<file path="config.mk">
export PLATFORM = sky130hd
export DESIGN_NAME = partitioned_sector_translator_core
export DESIGN_NICKNAME = d
export VERILOG_FILES = /design/src/hdl/pst_pkg.sv /design/src/hdl/partitioned_sector_translator_core.sv /design/src/hdl/pst_ctrl.sv /design/src/hdl/pst_dp.sv
export SDC_FILE = /design/constraint.sdc
export NUM_CORES = 2
export LEC_CHECK = 0
export BUFFER_PORTS_ARGS = -buffer_cell sky130_fd_sc_hd__buf_2
export CAP_MARGIN = 20
export CORE_MARGIN = 8
export CORE_UTILIZATION = 62
export CTS_CLUSTER_DIAMETER = 150
export DETAILED_ROUTE_END_ITERATION = 6
export GPL_ROUTABILITY_DRIVEN = 0
export PLACE_DENSITY = 0.77
export SYNTH_ARGS = -nofsm -noshare
export SYNTH_HDL_FRONTEND = slang
export SYNTH_SLANG_ARGS = --single-unit
</file>
<file path="constraint.sdc">
create_clock -name clk_i -period 6.1 [get_ports clk_i]
set_input_delay 0.915 -clock clk_i [delete_from_list [all_inputs] [get_ports clk_i]]
set_output_delay 0.915 -clock clk_i [all_outputs]
set_load 0.05 [all_outputs]
</file>
<file path="src/hdl/pst_pkg.sv">
package pst_pkg;

  typedef enum logic [2:0] {
    CMD_WR_MAP    = 3'd0,
    CMD_WR_SIZE   = 3'd1,
    CMD_RD_MAP    = 3'd2,
    CMD_RD_SIZE   = 3'd3,
    CMD_CHECK     = 3'd4,
    CMD_TRANSLATE = 3'd5,
    CMD_AUTOPART  = 3'd6
  } cmd_e;

  typedef enum logic [2:0] {
    ST_OK         = 3'd0,
    ST_NOT_READY  = 3'd1,
    ST_BAD_DEVICE = 3'd2,
    ST_BAD_SECTOR = 3'd3,
    ST_BAD_ENTRY  = 3'd4
  } status_e;

  typedef enum logic [2:0] {
    CFG_READY         = 3'd0,
    CFG_IS_MASTER     = 3'd1,
    CFG_SECOND_DRIVE  = 3'd2,
    CFG_BASE_ID       = 3'd3,
    CFG_MASTER_ID     = 3'd4,
    CFG_SLAVE_ID      = 3'd5,
    CFG_OPTIONAL_ID   = 3'd6,
    CFG_DRIVE_SECTORS = 3'd7
  } cfg_idx_e;

  localparam logic [7:0]  BASE_ID_RST   = 8'd49;
  localparam logic [7:0]  MASTER_ID_RST = 8'd112;
  localparam logic [7:0]  SLAVE_ID_RST  = 8'd113;
  localparam logic [7:0]  OPT_ID_RST    = 8'd63;
  localparam logic [15:0] FULL_PART     = 16'hFFFF;
  localparam logic [15:0] SHORT_LAST    = 16'd3;
  localparam logic [8:0]  SHORT_LEN     = 9'd128;

  typedef struct packed {
    logic        ready;
    logic        is_master;
    logic        second_drive;
    logic [7:0]  base_id;
    logic [7:0]  master_id;
    logic [7:0]  slave_id;
    logic [7:0]  opt_id;
    logic [31:0] drive_sectors;
  } cfg_t;

  typedef struct packed {
    logic load;
    logic eval;
    logic walk_step;
    logic auto_step;
    logic out_load;
  } dp_ctl_t;

  typedef struct packed {
    logic early_done;
    logic is_auto;
    logic walk_done;
    logic auto_done;
  } dp_stat_t;

endpackage

</file>
<file path="src/hdl/partitioned_sector_translator_core.sv">
// Drive-slot to partition translator. One request is taken at a time and answered with
// one result; the next request is taken while that result still waits in the output
// register. Map and size writes, map reads, refusals and checks on the controller id are
// answered from the eval state. Size reads and disk checks read one size entry in the
// walk state. A translate into partition p walks the size memory from entry 0 up to p
// through its single read port, one entry per cycle. Auto-partition writes the size
// memory one entry per cycle from entry 0, at most PARTITIONS entries in all. The size
// table comes out of reset as all zero through per-entry valid bits, so no clearing
// pass is needed. Configuration writes are always taken and belong between requests.
module partitioned_sector_translator_core #(
  parameter int DISK_SLOTS   = 15,
  parameter int PARTITIONS   = 48,
  parameter int SECTOR_BYTES = 256,
  parameter int NO_DISK_MARK = 255
) (
  input  logic        clk_i,
  input  logic        rst_ni,
  input  logic        cfg_valid_i,
  output logic        cfg_ready_o,
  input  logic [2:0]  cfg_index_i,
  input  logic [31:0] cfg_data_i,
  input  logic        in_valid_i,
  output logic        in_ready_o,
  input  logic [2:0]  cmd_i,
  input  logic [7:0]  device_id_i,
  input  logic        extra_command_i,
  input  logic [15:0] sector_number_i,
  input  logic [5:0]  entry_index_i,
  input  logic [15:0] entry_value_i,
  output logic        out_valid_o,
  input  logic        out_ready_i,
  output logic        accepted_o,
  output logic [2:0]  status_o,
  output logic [21:0] sector_address_o,
  output logic [8:0]  sector_length_o,
  output logic [15:0] read_value_o
);

  pst_pkg::cfg_t     cfg_q;
  pst_pkg::dp_ctl_t  ctl;
  pst_pkg::dp_stat_t stat;

  assign cfg_ready_o = 1'b1;

  always_ff @(posedge clk_i or negedge rst_ni) begin
    if (!rst_ni) begin
      cfg_q.ready         <= 1'b0;
      cfg_q.is_master     <= 1'b0;
      cfg_q.second_drive  <= 1'b0;
      cfg_q.base_id       <= pst_pkg::BASE_ID_RST;
      cfg_q.master_id     <= pst_pkg::MASTER_ID_RST;
      cfg_q.slave_id      <= pst_pkg::SLAVE_ID_RST;
      cfg_q.opt_id        <= pst_pkg::OPT_ID_RST;
      cfg_q.drive_sectors <= '0;
    end else if (cfg_valid_i) begin
      unique case (cfg_index_i)
        pst_pkg::CFG_READY:         cfg_q.ready         <= cfg_data_i[0];
        pst_pkg::CFG_IS_MASTER:     cfg_q.is_master     <= cfg_data_i[0];
        pst_pkg::CFG_SECOND_DRIVE:  cfg_q.second_drive  <= cfg_data_i[0];
        pst_pkg::CFG_BASE_ID:       cfg_q.base_id       <= cfg_data_i[7:0];
        pst_pkg::CFG_MASTER_ID:     cfg_q.master_id     <= cfg_data_i[7:0];
        pst_pkg::CFG_SLAVE_ID:      cfg_q.slave_id      <= cfg_data_i[7:0];
        pst_pkg::CFG_OPTIONAL_ID:   cfg_q.opt_id        <= cfg_data_i[7:0];
        pst_pkg::CFG_DRIVE_SECTORS: cfg_q.drive_sectors <= cfg_data_i;
        default: cfg_q.ready <= cfg_q.ready;
      endcase
    end
  end

  pst_ctrl u_ctrl (
    .clk_i       (clk_i),
    .rst_ni      (rst_ni),
    .in_valid_i  (in_valid_i),
    .in_ready_o  (in_ready_o),
    .out_valid_o (out_valid_o),
    .out_ready_i (out_ready_i),
    .stat_i      (stat),
    .ctl_o       (ctl)
  );

  pst_dp #(
    .DISK_SLOTS   (DISK_SLOTS),
    .PARTITIONS   (PARTITIONS),
    .SECTOR_BYTES (SECTOR_BYTES),
    .NO_DISK_MARK (NO_DISK_MARK)
  ) u_dp (
    .clk_i            (clk_i),
    .rst_ni           (rst_ni),
    .ctl_i            (ctl),
    .stat_o           (stat),
    .cfg_i            (cfg_q),
    .cmd_i            (cmd_i),
    .device_id_i      (device_id_i),
    .extra_command_i  (extra_command_i),
    .sector_number_i  (sector_number_i),
    .entry_index_i    (entry_index_i),
    .entry_value_i    (entry_value_i),
    .accepted_o       (accepted_o),
    .status_o         (status_o),
    .sector_address_o (sector_address_o),
    .sector_length_o  (sector_length_o),
    .read_value_o     (read_value_o)
  );

  a_one_at_a_time: assert property (@(posedge clk_i) disable iff (!rst_ni)
    in_valid_i && in_ready_o |=> !in_ready_o)
    else $error("request taken while another is in flight");

  a_accept_matches_status: assert property (@(posedge clk_i) disable iff (!rst_ni)
    out_valid_o |-> (accepted_o == (status_o == pst_pkg::ST_OK)))
    else $error("accepted flag disagrees with status");

  a_fail_clears_sector: assert property (@(posedge clk_i) disable iff (!rst_ni)
    out_valid_o && (status_o != pst_pkg::ST_OK) |->
      (sector_length_o == 9'd0) && (sector_address_o == 22'd0) && (read_value_o == 16'd0))
    else $error("failed request carries sector data");

endmodule

</file>
<file path="src/hdl/pst_ctrl.sv">
module pst_ctrl (
  input  logic               clk_i,
  input  logic               rst_ni,
  input  logic               in_valid_i,
  output logic               in_ready_o,
  output logic               out_valid_o,
  input  logic               out_ready_i,
  input  pst_pkg::dp_stat_t  stat_i,
  output pst_pkg::dp_ctl_t   ctl_o
);

  typedef enum logic [4:0] {
    S_IDLE = 5'b00001,
    S_EVAL = 5'b00010,
    S_WALK = 5'b00100,
    S_AUTO = 5'b01000,
    S_DONE = 5'b10000
  } state_e;

  state_e state_q, state_d;
  logic   out_valid_q, out_valid_d;
  logic   out_load;

  assign in_ready_o  = (state_q == S_IDLE);
  assign out_valid_o = out_valid_q;
  assign out_load    = (state_q == S_DONE) && (!out_valid_q || out_ready_i);

  always_comb begin
    ctl_o           = '0;
    ctl_o.load      = (state_q == S_IDLE) && in_valid_i;
    ctl_o.eval      = (state_q == S_EVAL);
    ctl_o.walk_step = (state_q == S_WALK);
    ctl_o.auto_step = (state_q == S_AUTO);
    ctl_o.out_load  = out_load;
  end

  always_comb begin
    state_d = state_q;
    unique case (state_q)
      S_IDLE: begin
        if (in_valid_i) state_d = S_EVAL;
      end
      S_EVAL: begin
        if (stat_i.early_done)   state_d = S_DONE;
        else if (stat_i.is_auto) state_d = S_AUTO;
        else                     state_d = S_WALK;
      end
      S_WALK: begin
        if (stat_i.walk_done) state_d = S_DONE;
      end
      S_AUTO: begin
        if (stat_i.auto_done) state_d = S_DONE;
      end
      S_DONE: begin
        if (out_load) state_d = S_IDLE;
      end
      default: state_d = S_IDLE;
    endcase
  end

  always_comb begin
    out_valid_d = out_valid_q;
    if (out_load)         out_valid_d = 1'b1;
    else if (out_ready_i) out_valid_d = 1'b0;
  end

  always_ff @(posedge clk_i or negedge rst_ni) begin
    if (!rst_ni) begin
      state_q     <= S_IDLE;
      out_valid_q <= 1'b0;
    end else begin
      state_q     <= state_d;
      out_valid_q <= out_valid_d;
    end
  end

endmodule

</file>
<file path="src/hdl/pst_dp.sv">
module pst_dp #(
  parameter int DISK_SLOTS   = 15,
  parameter int PARTITIONS   = 48,
  parameter int SECTOR_BYTES = 256,
  parameter int NO_DISK_MARK = 255
) (
  input  logic               clk_i,
  input  logic               rst_ni,
  input  pst_pkg::dp_ctl_t   ctl_i,
  output pst_pkg::dp_stat_t  stat_o,
  input  pst_pkg::cfg_t      cfg_i,
  input  logic [2:0]         cmd_i,
  input  logic [7:0]         device_id_i,
  input  logic               extra_command_i,
  input  logic [15:0]        sector_number_i,
  input  logic [5:0]         entry_index_i,
  input  logic [15:0]        entry_value_i,
  output logic               accepted_o,
  output logic [2:0]         status_o,
  output logic [21:0]        sector_address_o,
  output logic [8:0]         sector_length_o,
  output logic [15:0]        read_value_o
);

  localparam int SLOT_AW = (DISK_SLOTS > 1) ? $clog2(DISK_SLOTS) : 1;
  localparam int PART_AW = (PARTITIONS > 1) ? $clog2(PARTITIONS) : 1;
  localparam int CNT_W   = $clog2(PARTITIONS + 1);

  // request registers
  logic [2:0]  cmd_q;
  logic [7:0]  did_q;
  logic        extra_q;
  logic [15:0] sn_q;
  logic [5:0]  idx_q;
  logic [15:0] val_q;

  logic [7:0]  slot_map_q [DISK_SLOTS];

  logic [15:0]           size_mem [PARTITIONS];
  logic [PARTITIONS-1:0] size_vld_q;
  logic [15:0]           rdata_q;
  logic                  rvbit_q;
  logic [15:0]           rsize;

  logic [CNT_W-1:0]   issue_q;
  logic               rd_vld_q;
  logic [PART_AW-1:0] rd_idx_q;
  logic [PART_AW-1:0] target_q;
  logic [21:0]        acc_q;
  logic [21:0]        sec_q;

  pst_pkg::status_e res_status_q, out_status_q;
  logic [21:0]      res_addr_q, out_addr_q;
  logic [8:0]       res_len_q, out_len_q;
  logic [15:0]      res_rd_q, out_rd_q;

  // eval decode
  logic [7:0]         did_off;
  logic               did_in_range;
  logic [7:0]         map_sel;
  logic [7:0]         map_val;
  logic [7:0]         own_id;
  logic               disk_ok;
  logic [PART_AW-1:0] part_sel;
  logic               idx_map_ok;
  logic               idx_part_ok;
  logic               val_ok;
  logic               needs_ready;

  pst_pkg::status_e   ev_status;
  logic [15:0]        ev_rd;
  logic               ev_early;
  logic               ev_auto;
  logic [PART_AW-1:0] ev_target;
  logic [PART_AW-1:0] ev_start;
  logic               ev_map_we;
  logic               ev_size_we;

  // walk and autopart
  logic               issue_go;
  logic               rd_en;
  logic               walk_done;
  pst_pkg::status_e   wk_status;
  logic [21:0]        wk_addr;
  logic [8:0]         wk_len;
  logic [15:0]        wk_rd;
  logic [32:0]        rem;
  logic               full;
  logic [15:0]        auto_val;
  logic               auto_done;
  logic               mem_we;
  logic [PART_AW-1:0] mem_waddr;
  logic [15:0]        mem_wdata;

  always_ff @(posedge clk_i) begin
    if (ctl_i.load) begin
      cmd_q   <= cmd_i;
      did_q   <= device_id_i;
      extra_q <= extra_command_i;
      sn_q    <= sector_number_i;
      idx_q   <= entry_index_i;
      val_q   <= entry_value_i;
    end
  end

  assign did_off      = did_q - cfg_i.base_id;
  assign did_in_range = (did_q >= cfg_i.base_id) && (did_off < 8'(DISK_SLOTS));
  assign map_sel      = ((cmd_q == pst_pkg::CMD_WR_MAP) || (cmd_q == pst_pkg::CMD_RD_MAP)) ?
                        {2'b00, idx_q} : did_off;
  assign map_val      = (map_sel < 8'(DISK_SLOTS)) ? slot_map_q[map_sel[SLOT_AW-1:0]] : 8'd0;
  assign own_id       = cfg_i.is_master ? cfg_i.master_id : cfg_i.slave_id;
  assign disk_ok      = did_in_range
                        && !(!cfg_i.second_drive && (did_q == cfg_i.opt_id))
                        && (map_val != 8'(NO_DISK_MARK))
                        && (map_val < 8'(PARTITIONS));
  assign part_sel     = map_val[PART_AW-1:0];
  assign idx_map_ok   = ({1'b0, idx_q} < 7'(DISK_SLOTS));
  assign idx_part_ok  = ({1'b0, idx_q} < 7'(PARTITIONS));
  assign val_ok       = (val_q < 16'(PARTITIONS)) || (val_q == 16'(NO_DISK_MARK));

  always_comb begin
    case (cmd_q) inside
      pst_pkg::CMD_WR_MAP, pst_pkg::CMD_WR_SIZE, pst_pkg::CMD_RD_MAP,
      pst_pkg::CMD_RD_SIZE, pst_pkg::CMD_TRANSLATE: needs_ready = 1'b1;
      default: needs_ready = 1'b0;
    endcase
  end

  always_comb begin
    ev_status  = pst_pkg::ST_OK;
    ev_rd      = '0;
    ev_early   = 1'b1;
    ev_auto    = 1'b0;
    ev_target  = part_sel;
    ev_start   = '0;
    ev_map_we  = 1'b0;
    ev_size_we = 1'b0;
    if (needs_ready && !cfg_i.ready) begin
      ev_status = pst_pkg::ST_NOT_READY;
    end else begin
      unique case (cmd_q)
        pst_pkg::CMD_WR_MAP: begin
          if (!idx_map_ok || !val_ok) ev_status = pst_pkg::ST_BAD_ENTRY;
          else                        ev_map_we = 1'b1;
        end
        pst_pkg::CMD_WR_SIZE: begin
          if (!idx_part_ok) ev_status  = pst_pkg::ST_BAD_ENTRY;
          else              ev_size_we = 1'b1;
        end
        pst_pkg::CMD_RD_MAP: begin
          if (!idx_map_ok) ev_status = pst_pkg::ST_BAD_ENTRY;
          else             ev_rd     = {8'd0, map_val};
        end
        pst_pkg::CMD_RD_SIZE: begin
          if (!idx_part_ok) begin
            ev_status = pst_pkg::ST_BAD_ENTRY;
          end else begin
            ev_early  = 1'b0;
            ev_target = idx_q[PART_AW-1:0];
            ev_start  = idx_q[PART_AW-1:0];
          end
        end
        pst_pkg::CMD_CHECK: begin
          if (did_q == own_id) begin
            if (!extra_q) ev_status = pst_pkg::ST_BAD_DEVICE;
          end else if (!disk_ok) begin
            ev_status = pst_pkg::ST_BAD_DEVICE;
          end else begin
            ev_early = 1'b0;
            ev_start = part_sel;
          end
        end
        pst_pkg::CMD_TRANSLATE: begin
          if (!disk_ok) ev_status = pst_pkg::ST_BAD_DEVICE;
          else          ev_early  = 1'b0;
        end
        pst_pkg::CMD_AUTOPART: begin
          ev_early = 1'b0;
          ev_auto  = 1'b1;
        end
        default: ev_status = pst_pkg::ST_BAD_ENTRY;
      endcase
    end
  end

  always_ff @(posedge clk_i or negedge rst_ni) begin
    if (!rst_ni) begin
      for (int i = 0; i < DISK_SLOTS; i++) slot_map_q[i] <= 8'(i);
    end else if (ctl_i.eval && ev_map_we) begin
      slot_map_q[idx_q[SLOT_AW-1:0]] <= val_q[7:0];
    end
  end

  // size table: walk reads one entry per cycle
  assign issue_go  = (issue_q <= CNT_W'(target_q));
  assign rd_en     = ctl_i.walk_step && issue_go;
  assign rsize     = rvbit_q ? rdata_q : 16'd0;
  assign walk_done = rd_vld_q && (rd_idx_q == target_q);

  always_comb begin
    wk_status = pst_pkg::ST_OK;
    wk_addr   = '0;
    wk_len    = '0;
    wk_rd     = '0;
    unique case (cmd_q)
      pst_pkg::CMD_RD_SIZE: wk_rd = rsize;
      pst_pkg::CMD_CHECK: begin
        if (rsize == 16'd0) wk_status = pst_pkg::ST_BAD_DEVICE;
      end
      pst_pkg::CMD_TRANSLATE: begin
        if ((sn_q == 16'd0) || (sn_q > rsize)) begin
          wk_status = pst_pkg::ST_BAD_SECTOR;
        end else begin
          wk_addr = acc_q + 22'(sn_q);
          wk_len  = (sn_q <= pst_pkg::SHORT_LAST) ? pst_pkg::SHORT_LEN : 9'(SECTOR_BYTES);
        end
      end
      default: wk_status = pst_pkg::ST_OK;
    endcase
  end

  // autopart fill
  assign rem       = {1'b0, cfg_i.drive_sectors} - 33'(sec_q);
  assign full      = !rem[32] && (rem[31:0] > 32'(pst_pkg::FULL_PART));
  assign auto_val  = full ? pst_pkg::FULL_PART : (rem[32] ? 16'd0 : rem[15:0]);
  assign auto_done = !full || (issue_q == CNT_W'(PARTITIONS - 1));

  assign mem_we    = (ctl_i.eval && ev_size_we) || ctl_i.auto_step;
  assign mem_waddr = ctl_i.auto_step ? issue_q[PART_AW-1:0] : idx_q[PART_AW-1:0];
  assign mem_wdata = ctl_i.auto_step ? auto_val : val_q;

  always_ff @(posedge clk_i) begin
    if (mem_we) size_mem[mem_waddr] <= mem_wdata;
    if (rd_en)  rdata_q <= size_mem[issue_q[PART_AW-1:0]];
  end

  always_ff @(posedge clk_i or negedge rst_ni) begin
    if (!rst_ni) begin
      size_vld_q <= '0;
      rvbit_q    <= 1'b0;
      issue_q    <= '0;
      rd_vld_q   <= 1'b0;
      rd_idx_q   <= '0;
      target_q   <= '0;
      acc_q      <= '0;
      sec_q      <= '0;
    end else begin
      if (ctl_i.eval && ev_auto) size_vld_q <= '0;
      else if (mem_we)           size_vld_q[mem_waddr] <= 1'b1;
      if (rd_en) rvbit_q <= size_vld_q[issue_q[PART_AW-1:0]];

      if (ctl_i.eval) begin
        issue_q  <= CNT_W'(ev_start);
        rd_vld_q <= 1'b0;
        target_q <= ev_target;
        acc_q    <= '0;
        sec_q    <= 22'd1;
      end else if (ctl_i.walk_step) begin
        rd_vld_q <= rd_en;
        if (rd_en) begin
          rd_idx_q <= issue_q[PART_AW-1:0];
          issue_q  <= issue_q + 1'b1;
        end
        if (rd_vld_q && (rd_idx_q < target_q)) acc_q <= acc_q + 22'(rsize);
      end else if (ctl_i.auto_step) begin
        issue_q <= issue_q + 1'b1;
        if (full) sec_q <= sec_q + 22'(pst_pkg::FULL_PART);
      end
    end
  end

  // result staging and output register
  always_ff @(posedge clk_i) begin
    if (ctl_i.eval) begin
      res_status_q <= ev_status;
      res_addr_q   <= '0;
      res_len_q    <= '0;
      res_rd_q     <= ev_rd;
    end else if (ctl_i.walk_step && walk_done) begin
      res_status_q <= wk_status;
      res_addr_q   <= wk_addr;
      res_len_q    <= wk_len;
      res_rd_q     <= wk_rd;
    end
    if (ctl_i.out_load) begin
      out_status_q <= res_status_q;
      out_addr_q   <= res_addr_q;
      out_len_q    <= res_len_q;
      out_rd_q     <= res_rd_q;
    end
  end

  always_comb begin
    stat_o            = '0;
    stat_o.early_done = ev_early;
    stat_o.is_auto    = ev_auto;
    stat_o.walk_done  = walk_done;
    stat_o.auto_done  = auto_done;
  end

  assign accepted_o       = (out_status_q == pst_pkg::ST_OK);
  assign status_o         = out_status_q;
  assign sector_address_o = out_addr_q;
  assign sector_length_o  = out_len_q;
  assign read_value_o     = out_rd_q;

endmodule
</file>
==> results_dict.tcl <==
set metrics [dict create \
    ys_top_cells_by_area "edfxtp_1 51%, dfrtp_1 12%, mux4_2 12%" \
    synth.top_cell.area_share 0.508 \
    crit_path_end_kind "register" \
    cts_hold_buffers 0 \
    fin_ws_ps 993 \
    crit_required_ps 6410 \
    synthSimpleGateAreaFrac 0.0650 \
    start_util 0.624 \
    p_leak_nw 21.5 \
    yosysTopAreaCell "edfxtp_1" \
    synth_area_mm2 0.0529 \
    power.density_mw_per_mm2 393 \
    synth_compound_area_frac 0.0498 \
    die_h_um 308 \
    worst_slew_pin_slew_ps 1160 \
    drv_slew 0 \
    syn_inst 3307 \
    drive_above_1_share 0.272 \
    nFillCells 5305 \
    synthMuxAreaShare 0.168 \
    die_w_um 308 \
    synthAdderAreaFrac 0.0235 \
    die-area_mm2 0.0950 \
    period_minus_slack_ps 5110 \
    clk_path_buf_depth 3 \
    final_area_mm2 0.0593 \
    synth_cell_types 87 \
    total_power_mw 23.3 \
    port_buffers 135 \
    finalCritPeriodShare 0.837 \
    cp_max_fo 48 \
    grt_pass1_wl_mm 215 \
    num_vias 32200 \
    final.setup.tns_ps 0 \
    core-area_mm2 0.0849 \
    cts_root_buf "clkbuf_16" \
    num_rows 107 \
    finalSetupViolCount 0 \
    antenna_cells 0 \
    fin_nets 3686 \
    grt_setup_unrepaired "false" \
    drc 2 \
    path_clk_slew_ps 60 \
    synth_edf_count 896 \
    crit_type "reg -> reg" \
    drt_iter0_drc 3813 \
    synth_top_family_by_area "multiplexers" \
    pre_cts_slack_ps 1100 \
    post_cts_buffers 0 \
    ys_seq_elements 1225 \
    violations "DRC" \
    fin_skew_ps 57.8 \
    critPathLaunchType "register" \
    final_core_util 0.698 \
    yosysWarnings 0 \
    maxCapViolations 0 \
    synth-xor-area-share 0.0117 \
    relSlewSlack 0.224 \
    insertion_delay_ps 740 \
    avgRoutedWirePerCell_um 31.2 \
    worstPathArrival_ps 5410 \
    outcome "finished with violations" \
    cts_tree "done" \
    synth_top_flop_cell "edfxtp_1" \
    max_freq_mhz 196 \
    grt_start_max_net_pins 135 \
    dr.pass1.iters 7 \
    viasPerCell 6.78 \
    syn2layout_area_growth_pct 11.9 \
    placed_area_mm2 0.0553 \
    grtUsageTotal 0.311 \
    cts-buffers-inserted 119 \
    ios 144 \
    antenna_found_initial 3 \
    peakVddDrop_mv 0.301 \
    cts.htree.levels 3 \
    syn_area_per_cell_um2 16.0 \
    antenna_left 0 \
    seq_area_frac_synth 0.663 \
    place_hpwl_mm 88.3 \
    first_global_vias 32600 \
    async_reset_ff_frac 0.249 \
    clock-sinks 1225 \
    wirelength_mm 148 \
    post_cts_resize_count 0 \
    gr-total-overflow 0 \
    hold_viol_final 0 \
    min_path_type "in -> async" \
]
-- final timing paths --
path / from / to / slack (ps) / depth (start not counted)
worst max-delay path: cfg_q[0] / u_dp.size_mem[26][11] / 990 / 17
worst min-delay path: rst_ni / u_dp.size_vld_q[22] / 250 / 1
worst max register to register: cfg_q[0] / u_dp.size_mem[26][11] / 990 / 17
worst min register to register: u_dp.res_rd_q[8] / u_dp.read_value_o[8] / 420 / 0
max in group asynchronous: rst_ni / u_dp.slot_map_q[7] / 4500 / 2
min in group clk_i: entry_value_i[7] / u_dp.val_q[7] / 370 / 1
-- stage by stage --
step           hold WS, ps  std cells
2_1_floorplan          400       3313
3_3_place_gp           405       4516
3_5_place_dp           405       4518
4_1_cts                279       4737
5_1_grt                311       4741
6_report               246       4741
-- routing by layer --
metal | routed length (µm) | vias up | track usage
li1 | - | 13200 | -
met1 | 51900 | 16400 | 0.386
met2 | 70400 | 2126 | 0.501
met3 | 15900 | 485 | 0.0810
met4 | 9760 | 4 | 0.172
met5 | 28 | - | 0
-- critical path, stage by stage (launching register included) --
cell,delay [ps]
dfrtp_1,380
inv_1,70
ha_1,160
inv_1,60
fa_1,420
a211oi_1,280
o21ai_1,200
and3_1,220
o21ai_1,270
mux2_2,390
a211oi_2,210
o311ai_1,180
a2111oi_4,390
nand4_2,130
buf_4,240
a211oi_4,230
buf_4,470
a21oi_4,380
-- cells by family (layout without fill, tap and decap cells) --
kind of cell	after synthesis	after routing
AOI/OAI and AO/OA	400	400
xor gates and xnor gates	71	71
adders and majority gates	97	97
buffers and inverters	252	536
DFF	1225	1225
muxes	525	525
other	2	8
and+or+nand+nor	735	735
-- cell usage in the layout (no fill, tap or decap), drive strengths merged, types with 84 or more instances in the layout --
cell type / instances
a21oi: 84
buf: 228
clkbuf: 150
dfrtp: 260
edfxtp: 896
ha: 93
inv: 91
mux2: 197
mux4: 271
nand2: 211
nor2: 247
o21ai: 133
-- cells in the mapped netlist, types with 18 or more instances --
| cell | instances |
|---|---|
| edfxtp_1 | 896 |
| mux4_2 | 271 |
| dfrtp_1 | 260 |
| nor2_1 | 247 |
| nand2_1 | 211 |
| mux2_2 | 195 |
| o21ai_0 | 126 |
| clkbuf_1 | 112 |
| ha_1 | 93 |
| inv_1 | 86 |
| a21oi_1 | 72 |
| mux2i_1 | 57 |
| xnor2_1 | 54 |
| nand3_1 | 52 |
| dfstp_2 | 45 |
| nor3_1 | 43 |
| buf_1 | 28 |
| nand4_1 | 25 |
| dfxtp_1 | 24 |
| nand2b_1 | 22 |
| o21a_1 | 20 |
| nor2b_1 | 19 |
| a21o_1 | 18 |
| and3_1 | 18 |
| nor4_1 | 18 |
-- state kept, by name, indices dropped and copies added (netlist names), 3 cells and up --
| name | cells |
|---|---|
| u_dp.size_mem | 768 |
| u_dp.slot_map_q | 120 |
| cfg_q | 67 |
| u_dp.size_vld_q | 48 |
| u_dp.acc_q | 22 |
| u_dp.res_addr_q | 22 |
| u_dp.sec_q | 22 |
| u_dp.sector_address_o | 22 |
| u_dp.rdata_q | 16 |
| u_dp.read_value_o | 16 |
| u_dp.res_rd_q | 16 |
| u_dp.sn_q | 16 |
| u_dp.val_q | 16 |
| u_dp.did_q | 8 |
| u_dp.idx_q | 6 |
| u_dp.issue_q | 6 |
| u_dp.rd_idx_q | 6 |
| u_dp.target_q | 6 |
| u_ctrl.state_q | 5 |
| u_dp.cmd_q | 3 |
| u_dp.res_status_q | 3 |
| u_dp.status_o | 3 |
-- layout make-up --
cell class,count,area (µm²),area share
tap,1144,1430,0.0242
inverter,88,330,0.00557
clock inverter,70,708,0.0120
clock buffer,149,3180,0.0536
multi-input combinational,1836,17000,0.288
timing repair buffer,229,1470,0.0249
sequential,1225,35100,0.592
-- power breakdown --
| group | internal, mW | total [mW] | switching, mW |
|---|---|---|---|
| Sequential | 9.70 | 10.3 | 0.608 |
| Combinational | 2.31 | 5.69 | 3.38 |
| Clock | 4.16 | 7.31 | 3.15 |
No activity file was read; power rests on OpenSTA's default activity.
